[src/rtl/core/assert_macros.svh]
// Assertion macros shared by the timer table RTL.
// Depends on clk and arst_n being visible where a macro is used.
`ifndef ASSERT_MACROS_SVH
`define ASSERT_MACROS_SVH

// Clocked check, switched off while reset is asserted.
`define STT_ASSERT(lbl, prop, msg) \
	lbl: assert property (@(posedge clk) disable iff (!arst_n) prop) else $error(msg);

// Clocked check that also holds during reset.
`define STT_ASSERT_ALWAYS(lbl, prop, msg) \
	lbl: assert property (@(posedge clk) prop) else $error(msg);

`endif

[src/rtl/core/stt_pkg.sv]
// Package for the software timer table: sizes, codes and state type.
// No dependencies.
package stt_pkg;
	localparam int SLOTS     = 16;
	localparam int ID_BITS   = 16;
	localparam int TIME_BITS = 32;
	localparam int REM_BITS  = (TIME_BITS + 9 > 64) ? 64 : TIME_BITS + 9;
	localparam int SLOT_W    = (SLOTS > 1) ? $clog2(SLOTS) : 1;

	typedef enum logic [1:0] {
		CMD_TICK   = 2'd0,
		CMD_START  = 2'd1,
		CMD_STOP   = 2'd2,
		CMD_DETACH = 2'd3
	} cmd_t;

	typedef enum logic [2:0] {
		EV_OK        = 3'd0,
		EV_TIMEOUT   = 3'd1,
		EV_REMOVED   = 3'd2,
		EV_NOT_FOUND = 3'd3,
		EV_FULL      = 3'd4,
		EV_DUP       = 3'd5,
		EV_DONE      = 3'd6
	} ev_t;

	typedef enum logic [2:0] {
		ST_IDLE,
		ST_FIND,
		ST_UPD_SUB,
		ST_UPD_ADD,
		ST_SRCH_TO,
		ST_SRCH_RM,
		ST_DONE
	} state_t;
endpackage

[src/rtl/core/stt_chan_if.sv]
// Valid/ready channel interfaces for commands and events of the timer table.
// No dependencies.
interface stt_req_if;
	logic        valid;
	logic        ready;
	logic [1:0]  command;
	logic [15:0] timer_id;
	logic [31:0] interval_ms;
	logic        periodic;
	logic [31:0] elapsed_ms;

	modport source (output valid, command, timer_id, interval_ms, periodic, elapsed_ms,
		input ready);
	modport sink (input valid, command, timer_id, interval_ms, periodic, elapsed_ms,
		output ready);
endinterface

interface stt_evt_if;
	logic        valid;
	logic        ready;
	logic [2:0]  event_res;
	logic [15:0] event_timer_id;
	logic        last;

	modport source (output valid, event_res, event_timer_id, last, input ready);
	modport sink (input valid, event_res, event_timer_id, last, output ready);
endinterface

[src/rtl/core/stt_alu.sv]
// Shared add/subtract unit for remaining time, clamped at the most negative value.
// Depends on stt_pkg.
module stt_alu (
	input  logic signed [stt_pkg::REM_BITS-1:0] a,
	input  logic [stt_pkg::TIME_BITS-1:0]       b,
	input  logic                                sub,
	output logic signed [stt_pkg::REM_BITS-1:0] y
);
	import stt_pkg::*;

	logic signed [REM_BITS:0] ax;
	logic signed [REM_BITS:0] bx;
	logic signed [REM_BITS:0] s;

	always_comb begin
		ax = {a[REM_BITS-1], a};
		bx = (REM_BITS+1)'(b);
		s  = sub ? (ax - bx) : (ax + bx);
		// only a subtraction can leave the range, and only downward
		if (s[REM_BITS] != s[REM_BITS-1]) begin
			y = {1'b1, {(REM_BITS-1){1'b0}}};
		end else begin
			y = s[REM_BITS-1:0];
		end
	end
endmodule

[src/rtl/core/software_timer_table.sv]
// Software timer table top level: slot registers, sequencer and event register.
// Start, stop and detach make one scan over the slots; a tick updates each slot
// (a subtract, and an add after a periodic timeout), then makes one scan per
// timeout and per removal plus one closing scan of each kind; event stalls hold
// the scans.
// One item at a time; ready only when idle. Reset empties the table at once.
// Depends on stt_pkg, stt_chan_if, stt_alu and assert_macros.svh.
`include "assert_macros.svh"
module software_timer_table (
	input  logic      clk,
	input  logic      arst_n,
	stt_req_if.sink   req,
	stt_evt_if.source evt
);
	import stt_pkg::*;

	state_t state_q, state_d;

	logic [SLOTS-1:0]          valid_q, pend_q, tflag_q;
	logic [ID_BITS-1:0]        id_q [SLOTS];
	logic [TIME_BITS-1:0]      ival_q [SLOTS];
	logic signed [REM_BITS-1:0] rem_q [SLOTS];
	logic [SLOTS-1:0]          per_q, att_q;

	cmd_t                 cmd_q;
	logic [ID_BITS-1:0]   cid_q;
	logic [TIME_BITS-1:0] cival_q;
	logic                 cper_q;
	logic [TIME_BITS-1:0] el_q;
	logic [SLOT_W-1:0]    idx_q;

	logic              hit_q, hit_pend_q, free_q;
	logic [SLOT_W-1:0] hit_idx_q, free_idx_q;
	logic              best_q, best_att_q;
	logic [SLOT_W-1:0] best_idx_q;
	logic [ID_BITS-1:0] best_id_q;

	logic               ovalid_q, olast_q;
	ev_t                ores_q;
	logic [ID_BITS-1:0] oid_q;

	logic               scan_last, emit_go, adv;
	logic               cur_hit, fin_hit, fin_hpend, fin_free;
	logic [SLOT_W-1:0]  fin_hidx, fin_fidx;
	logic               cand, fin_found, fin_att;
	logic [SLOT_W-1:0]  fin_idx;
	logic [ID_BITS-1:0] fin_id;
	logic               cur_flag, timeout;
	logic               emit_req, emit_last;
	ev_t                emit_res;
	logic [ID_BITS-1:0] emit_id;
	logic signed [REM_BITS-1:0] alu_y;

	stt_alu u_alu (
		.a   (rem_q[idx_q]),
		.b   ((state_q == ST_UPD_ADD) ? ival_q[idx_q] : el_q),
		.sub (state_q != ST_UPD_ADD),
		.y   (alu_y)
	);

	assign req.ready = (state_q == ST_IDLE);
	assign evt.valid = ovalid_q;
	assign evt.event_res = ores_q;
	assign evt.event_timer_id = 16'(oid_q);
	assign evt.last = olast_q;

	assign scan_last = (idx_q == SLOT_W'(SLOTS - 1));
	assign emit_go   = !ovalid_q || evt.ready;
	assign adv       = !(emit_req && !emit_go);
	assign timeout   = valid_q[idx_q] && !pend_q[idx_q] && alu_y[REM_BITS-1];

	// fold the slot under the cursor into the running scan results
	always_comb begin
		cur_hit   = valid_q[idx_q] && (id_q[idx_q] == cid_q);
		fin_hit   = hit_q || cur_hit;
		fin_hidx  = hit_q ? hit_idx_q : idx_q;
		fin_hpend = hit_q ? hit_pend_q : pend_q[idx_q];
		fin_free  = free_q || !valid_q[idx_q];
		fin_fidx  = free_q ? free_idx_q : idx_q;
		cur_flag  = valid_q[idx_q] &&
			((state_q == ST_SRCH_TO) ? tflag_q[idx_q] : pend_q[idx_q]);
		cand      = cur_flag && (!best_q || (id_q[idx_q] < best_id_q));
		fin_found = best_q || cand;
		fin_idx   = cand ? idx_q : best_idx_q;
		fin_id    = cand ? id_q[idx_q] : best_id_q;
		fin_att   = cand ? att_q[idx_q] : best_att_q;
	end

	always_comb begin
		state_d = state_q;
		unique case (state_q)
			ST_IDLE: begin
				if (req.valid) begin
					state_d = (cmd_t'(req.command) == CMD_TICK) ? ST_UPD_SUB : ST_FIND;
				end
			end
			ST_FIND: begin
				if (scan_last && emit_go) state_d = ST_IDLE;
			end
			ST_UPD_SUB: begin
				if (timeout && per_q[idx_q]) state_d = ST_UPD_ADD;
				else if (scan_last) state_d = ST_SRCH_TO;
			end
			ST_UPD_ADD: begin
				state_d = scan_last ? ST_SRCH_TO : ST_UPD_SUB;
			end
			ST_SRCH_TO: begin
				if (scan_last && !fin_found) state_d = ST_SRCH_RM;
			end
			ST_SRCH_RM: begin
				if (scan_last && !fin_found) state_d = ST_DONE;
			end
			ST_DONE: begin
				if (emit_go) state_d = ST_IDLE;
			end
			default: state_d = ST_IDLE;
		endcase
	end

	always_comb begin
		emit_req  = 1'b0;
		emit_res  = EV_OK;
		emit_id   = cid_q;
		emit_last = 1'b1;
		unique case (state_q)
			ST_FIND: begin
				emit_req = scan_last;
				if (cmd_q == CMD_START) begin
					if (fin_hit) emit_res = EV_DUP;
					else if (!fin_free) emit_res = EV_FULL;
				end else if (!fin_hit || (cmd_q == CMD_STOP && fin_hpend)) begin
					emit_res = EV_NOT_FOUND;
				end
			end
			ST_SRCH_TO: begin
				emit_req  = scan_last && fin_found;
				emit_res  = EV_TIMEOUT;
				emit_id   = fin_id;
				emit_last = 1'b0;
			end
			ST_SRCH_RM: begin
				emit_req  = scan_last && fin_found && fin_att;
				emit_res  = EV_REMOVED;
				emit_id   = fin_id;
				emit_last = 1'b0;
			end
			ST_DONE: begin
				emit_req = 1'b1;
				emit_res = EV_DONE;
				emit_id  = '0;
			end
			default: emit_req = 1'b0;
		endcase
	end

	// control state and per-slot flags
	always_ff @(posedge clk or negedge arst_n) begin
		if (!arst_n) begin
			state_q  <= ST_IDLE;
			valid_q  <= '0;
			pend_q   <= '0;
			tflag_q  <= '0;
			ovalid_q <= 1'b0;
			idx_q    <= '0;
			hit_q    <= 1'b0;
			free_q   <= 1'b0;
			best_q   <= 1'b0;
		end else begin
			state_q  <= state_d;
			ovalid_q <= (emit_req && emit_go) || (ovalid_q && !evt.ready);
			unique case (state_q)
				ST_IDLE: idx_q <= '0;
				ST_FIND: begin
					if (adv) begin
						idx_q  <= scan_last ? '0 : idx_q + 1'b1;
						hit_q  <= scan_last ? 1'b0 : fin_hit;
						free_q <= scan_last ? 1'b0 : fin_free;
						if (scan_last) begin
							if (cmd_q == CMD_START) begin
								if (!fin_hit && fin_free) begin
									valid_q[fin_fidx] <= 1'b1;
									pend_q[fin_fidx]  <= 1'b0;
								end
							end else if (emit_res == EV_OK) begin
								pend_q[fin_hidx] <= 1'b1;
							end
						end
					end
				end
				ST_UPD_SUB: begin
					if (timeout) begin
						tflag_q[idx_q] <= 1'b1;
						if (!per_q[idx_q]) pend_q[idx_q] <= 1'b1;
					end
					if (!(timeout && per_q[idx_q])) begin
						idx_q <= scan_last ? '0 : idx_q + 1'b1;
					end
				end
				ST_UPD_ADD: idx_q <= scan_last ? '0 : idx_q + 1'b1;
				ST_SRCH_TO, ST_SRCH_RM: begin
					if (adv) begin
						idx_q  <= scan_last ? '0 : idx_q + 1'b1;
						best_q <= scan_last ? 1'b0 : fin_found;
						if (scan_last && fin_found) begin
							if (state_q == ST_SRCH_TO) begin
								tflag_q[fin_idx] <= 1'b0;
							end else begin
								valid_q[fin_idx] <= 1'b0;
								pend_q[fin_idx]  <= 1'b0;
							end
						end
					end
				end
				default: idx_q <= '0;
			endcase
		end
	end

	// payload: command capture, slot contents, scan results, event register
	always_ff @(posedge clk) begin
		if (req.valid && req.ready) begin
			cmd_q   <= cmd_t'(req.command);
			cid_q   <= ID_BITS'(req.timer_id);
			cival_q <= TIME_BITS'(req.interval_ms);
			cper_q  <= req.periodic;
			el_q    <= TIME_BITS'(req.elapsed_ms);
		end
		if (emit_req && emit_go) begin
			ores_q  <= emit_res;
			oid_q   <= emit_id;
			olast_q <= emit_last;
		end
		if (state_q == ST_FIND && adv) begin
			hit_idx_q  <= fin_hidx;
			hit_pend_q <= fin_hpend;
			free_idx_q <= fin_fidx;
			if (scan_last) begin
				if (cmd_q == CMD_START) begin
					if (!fin_hit && fin_free) begin
						id_q[fin_fidx]   <= cid_q;
						ival_q[fin_fidx] <= cival_q;
						rem_q[fin_fidx]  <= REM_BITS'(cival_q);
						per_q[fin_fidx]  <= cper_q;
						att_q[fin_fidx]  <= 1'b1;
					end
				end else if (cmd_q == CMD_DETACH && fin_hit) begin
					att_q[fin_hidx] <= 1'b0;
				end
			end
		end
		if ((state_q == ST_UPD_SUB && valid_q[idx_q]) || state_q == ST_UPD_ADD) begin
			rem_q[idx_q] <= alu_y;
		end
		if ((state_q == ST_SRCH_TO || state_q == ST_SRCH_RM) && adv) begin
			best_idx_q <= fin_idx;
			best_id_q  <= fin_id;
			best_att_q <= fin_att;
		end
	end

	`STT_ASSERT(a_tflag_idle, (state_q == ST_IDLE) |-> (tflag_q == '0), "timeout flags left after tick")
	`STT_ASSERT_ALWAYS(a_pend_valid, (pend_q & ~valid_q) == '0, "removal mark on a free slot")
	`STT_ASSERT(a_done_last, (state_q == ST_DONE && emit_go) |=> (ovalid_q && olast_q), "tick done without last")
endmodule

[src/flat_wrapper.sv]
// flat-port wrapper written by rule: the top's interface ports become plain ports
module software_timer_table_flat import stt_pkg::*;
  (clk, arst_n, req_valid, req_command, req_timer_id, req_interval_ms, req_periodic, req_elapsed_ms, req_ready, evt_valid, evt_event_res, evt_event_timer_id, evt_last, evt_ready);
  stt_req_if req_i ();
  stt_evt_if evt_i ();
  input  logic clk;
  input  logic arst_n;
  input wire logic [$bits(req_i.valid)-1:0] req_valid;
  input wire logic [$bits(req_i.command)-1:0] req_command;
  input wire logic [$bits(req_i.timer_id)-1:0] req_timer_id;
  input wire logic [$bits(req_i.interval_ms)-1:0] req_interval_ms;
  input wire logic [$bits(req_i.periodic)-1:0] req_periodic;
  input wire logic [$bits(req_i.elapsed_ms)-1:0] req_elapsed_ms;
  output wire logic [$bits(req_i.ready)-1:0] req_ready;
  output wire logic [$bits(evt_i.valid)-1:0] evt_valid;
  output wire logic [$bits(evt_i.event_res)-1:0] evt_event_res;
  output wire logic [$bits(evt_i.event_timer_id)-1:0] evt_event_timer_id;
  output wire logic [$bits(evt_i.last)-1:0] evt_last;
  input wire logic [$bits(evt_i.ready)-1:0] evt_ready;
  assign req_i.valid = req_valid;
  assign req_i.command = req_command;
  assign req_i.timer_id = req_timer_id;
  assign req_i.interval_ms = req_interval_ms;
  assign req_i.periodic = req_periodic;
  assign req_i.elapsed_ms = req_elapsed_ms;
  assign req_ready = req_i.ready;
  assign evt_valid = evt_i.valid;
  assign evt_event_res = evt_i.event_res;
  assign evt_event_timer_id = evt_i.event_timer_id;
  assign evt_last = evt_i.last;
  assign evt_i.ready = evt_ready;
  software_timer_table u_core (.clk(clk), .arst_n(arst_n), .req(req_i), .evt(evt_i));
endmodule
[config.mk]
export PLATFORM = sky130hd
export DESIGN_NAME = software_timer_table_flat
export DESIGN_NICKNAME = d
export VERILOG_FILES = /design/src/rtl/core/stt_pkg.sv /design/src/rtl/core/stt_chan_if.sv /design/src/rtl/core/stt_alu.sv /design/src/rtl/core/software_timer_table.sv /design/src/flat_wrapper.sv
export VERILOG_INCLUDE_DIRS = /design/src /design/src/rtl/core
export SDC_FILE = /design/constraint.sdc
export NUM_CORES = 2
export LEC_CHECK = 0
export BUFFER_PORTS_ARGS = -buffer_cell sky130_fd_sc_hd__buf_2
export CORE_MARGIN = 4
export CORE_UTILIZATION = 63
export DETAILED_ROUTE_END_ITERATION = 8
export PLACE_DENSITY = 0.8
export SYNTH_ARGS = -nofsm -noshare
export SYNTH_HDL_FRONTEND = slang
export SYNTH_SLANG_ARGS = --single-unit
[constraint.sdc]
create_clock -name clk -period 12.2 [get_ports clk]
set_input_delay 2.44 -clock clk [delete_from_list [all_inputs] [get_ports clk]]
set_output_delay 2.44 -clock clk [all_outputs]
set_load 0.03 [all_outputs]
==> results.cfg <==
[outcome]
run_status = finished clean

[synth]
synth-seq-area-share_pct = 70.78
main_area_contributors_after_synthesis = edfxtp_1 (69%), mux4_2 (13%), dfrtp_1 (2.1%)
synth_warnings = 0
avgSynthCellArea_um2 = 18.00
synth_commonest_cells = edfxtp_1 (1589), mux4_2 (394), nand2_1 (263)
synth_seq_cells = 1648
synth_async_sr_flop_share_pct = 3.580
yosys.cell_count.top_type = edfxtp_1
synth_enable_flop_cells = 1589
postSynthCellCount = 3860
syn_area_um2 = 69500
post_synth_net_total = 4011
synthDominantCellAreaShare_pct = 68.66
yosys.cell_types.count = 98
post-synth-top-area-cell = edfxtp_1
synth_flop_cell = edfxtp_1

[detailed_routing]
first_pass_iters = 6
vias = 39710
avgRoutedWirePerCell_um = 32.48
drtIter0Drc = 6425
route.detailed.vias_per_inst = 7.038
route.final.wire_length_um = 183300
antenna_left = 0
detailed_route_drc_error_count = 0

[pwr]
power_density_nw_per_um2 = 239.7
vdd.ir_drop.worst_mv = 0.2314
power_leakage_nw = 25.02

[clock_tree]
clock_tree.root_cell = clkbuf_16
clkSinkCount = 1648
tritoncts = built
post_cts.repair.setup_buffers = 0
clock_path_buffers = 3
cts_hold_buf = 0
path_clk_slew_ps = 60
cts_inserted_buffers = 160
cts.htree.levels = 4
insertion_delay_ps = 780
cts_resized = 0

[worst_setup_path]
crit_path_max_fanout = 28
crit_path_max_cell_delay_ps = 890
cp-end-kind = flop
arrival_ps = 10840
slowest_stage = dfrtp_4
timing.critical_path.from_type = flop
timing.critical_path.required_ps = 12880
critical_path_class = flop to flop

[floorplan]
chipWidth_um = 340.1
die_h_um = 340.1
floorplan.core_area_um2 = 109200
initial_core_util_pct = 63.67
pin_count = 109
row_count = 121
dieArea_um2 = 115700

[sta]
slew-limit-headroom_pct = 13.66
final-hold-violation-count = 0
fmax_ghz = 0.09845
timing.final.ws_setup_ps = 2043
fin_skew_ps = 44.02
timing_max_transition_violations_final = 0
grt_setup_unrepaired = no
worst_pin_slew_ps = 1292
finalCriticalPeriod_ps = 10160
final.period_utilization_pct = 83.26
setup_viol_count_final = 0
timing.setup.tns_ps = 0

[placement]
detailed_place_hpwl_um = 100400
port_buffers = 108
placer_congestion_estimate = 0.9484
place_ws_ps = 2292

[min_path]
hp-class = flop to flop

[global_route]
global_route.overflow_total = 0
grt.total_usage_pct = 31.80
grt_antenna_before_repair = 3
grt_first_pass_wirelength_um = 267200
grt_pass1_vias = 39140
grt_start_max_net_pins = 116

[flow_run]
cap_viol_max_count = 0

[final_layout]
fillCellCount = 6514
final_layout_size_suffix_gt1_share_pct = 22.18
final_core_utilization_pct = 70.64
finalNetCount = 4187
number_of_inserted_diodes = 0
flow.area_growth_from_synthesis_pct = 10.95
state kept, by name (all words and copies together), names as in the netlist, 3 cells and up:
register	flops
u_core.cival_q	32
u_core.evt.event_res	3
u_core.free_idx_q	4
u_core.att_q	16
u_core.id_q	256
u_core.cid_q	16
u_core.evt.event_timer_id	16
u_core.valid_q	16
u_core.state_q	3
u_core.idx_q	4
u_core.hit_idx_q	4
u_core.rem_q	656
u_core.el_q	32
u_core.pend_q	16
u_core.per_q	16
u_core.best_id_q	16
u_core.best_idx_q	4
u_core.tflag_q	16
u_core.ival_q	512
critical path, delay by kind of cell (launching register included):
family / cells / cell delay, ps
DFF: 1 / 890
buffers and inverters: 5 / 1310
adders and majority gates: 2 / 580
xor gates and xnor gates: 2 / 250
and+or+nand+nor: 9 / 3640
AOI/OAI and AO/OA: 12 / 3330
stage by stage:
step	std cells	total power, mW	hold slack (ps)	instance area (µm²)
after floorplan	3860	11.70	456.5	69500
after global placement	5350	13.44	482.0	72010
after detailed placement	5350	13.55	490.2	72010
after CTS	5642	18.40	503.2	77110
after global routing	5642	19.19	533.8	77110
final	5642	18.49	509.8	77110
worst paths after layout:
check,start,cells after the start,end,slack (ps)
hold reg to reg,u_core.tflag_q[8],2,u_core.tflag_q[8],510
min in group asynchronous,arst_n,2,u_core.state_q[1],1850
hold / removal,u_core.tflag_q[8],2,u_core.tflag_q[8],510
setup reg to reg,u_core.idx_q[3],30,u_core.pend_q[4],2040
setup / recovery,u_core.idx_q[3],30,u_core.pend_q[4],2040
max in group asynchronous,arst_n,2,u_core.idx_q[1],9640
routing by layer:
| metal | track usage (%) | vias up | share of wire (%) |
|---|---|---|---|
| met2 | 49.94 | 2985 | 48 |
| met5 | 0 | - | 0.0071 |
| met3 | 6.330 | 500 | 11 |
| li1 | - | 16050 | - |
| met1 | 44.30 | 20170 | 36 |
| met4 | 13.98 | 2 | 4.9 |
cell families after synthesis:
group           share of synthesized area, %
mux                                    14.96
simple gates                           4.429
flops                                  70.78
compound gates                         5.738
fa+ha+maj                              1.163
buf+inv                                1.883
xor+xnor                               1.046
placed cells by master (no fill, tap or decap), types with 107 or more instances in the layout:
master	instances
edfxtp_1	1589
o21ai_0	134
clkbuf_16	166
buf_4	107
buf_2	108
a21oi_1	108
nand2_1	263
mux4_2	394
mux2i_1	114
nor2_1	123
power by group:
part | total, mW | internal [mW] | switching (mW)
registers | 7.48 | 7.07 | 0.413
clock network | 4.84 | 2.74 | 2.10
logic | 6.17 | 2.38 | 3.79
area by class of cell:
cell class | instances | area (µm²) | area share (%)
Sequential cell | 1648 | 49210 | 63.82
Timing Repair Buffer | 218 | 1404 | 1.821
Inverter | 70 | 267.8 | 0.3473
Multi-Input combinational cell | 1938 | 19280 | 25.00
Clock buffer | 214 | 4374 | 5.673
Clock inverter | 78 | 726.9 | 0.9428
Tap cell | 1476 | 1847 | 2.395
Note: power is estimated with default switching activity, not from simulation.
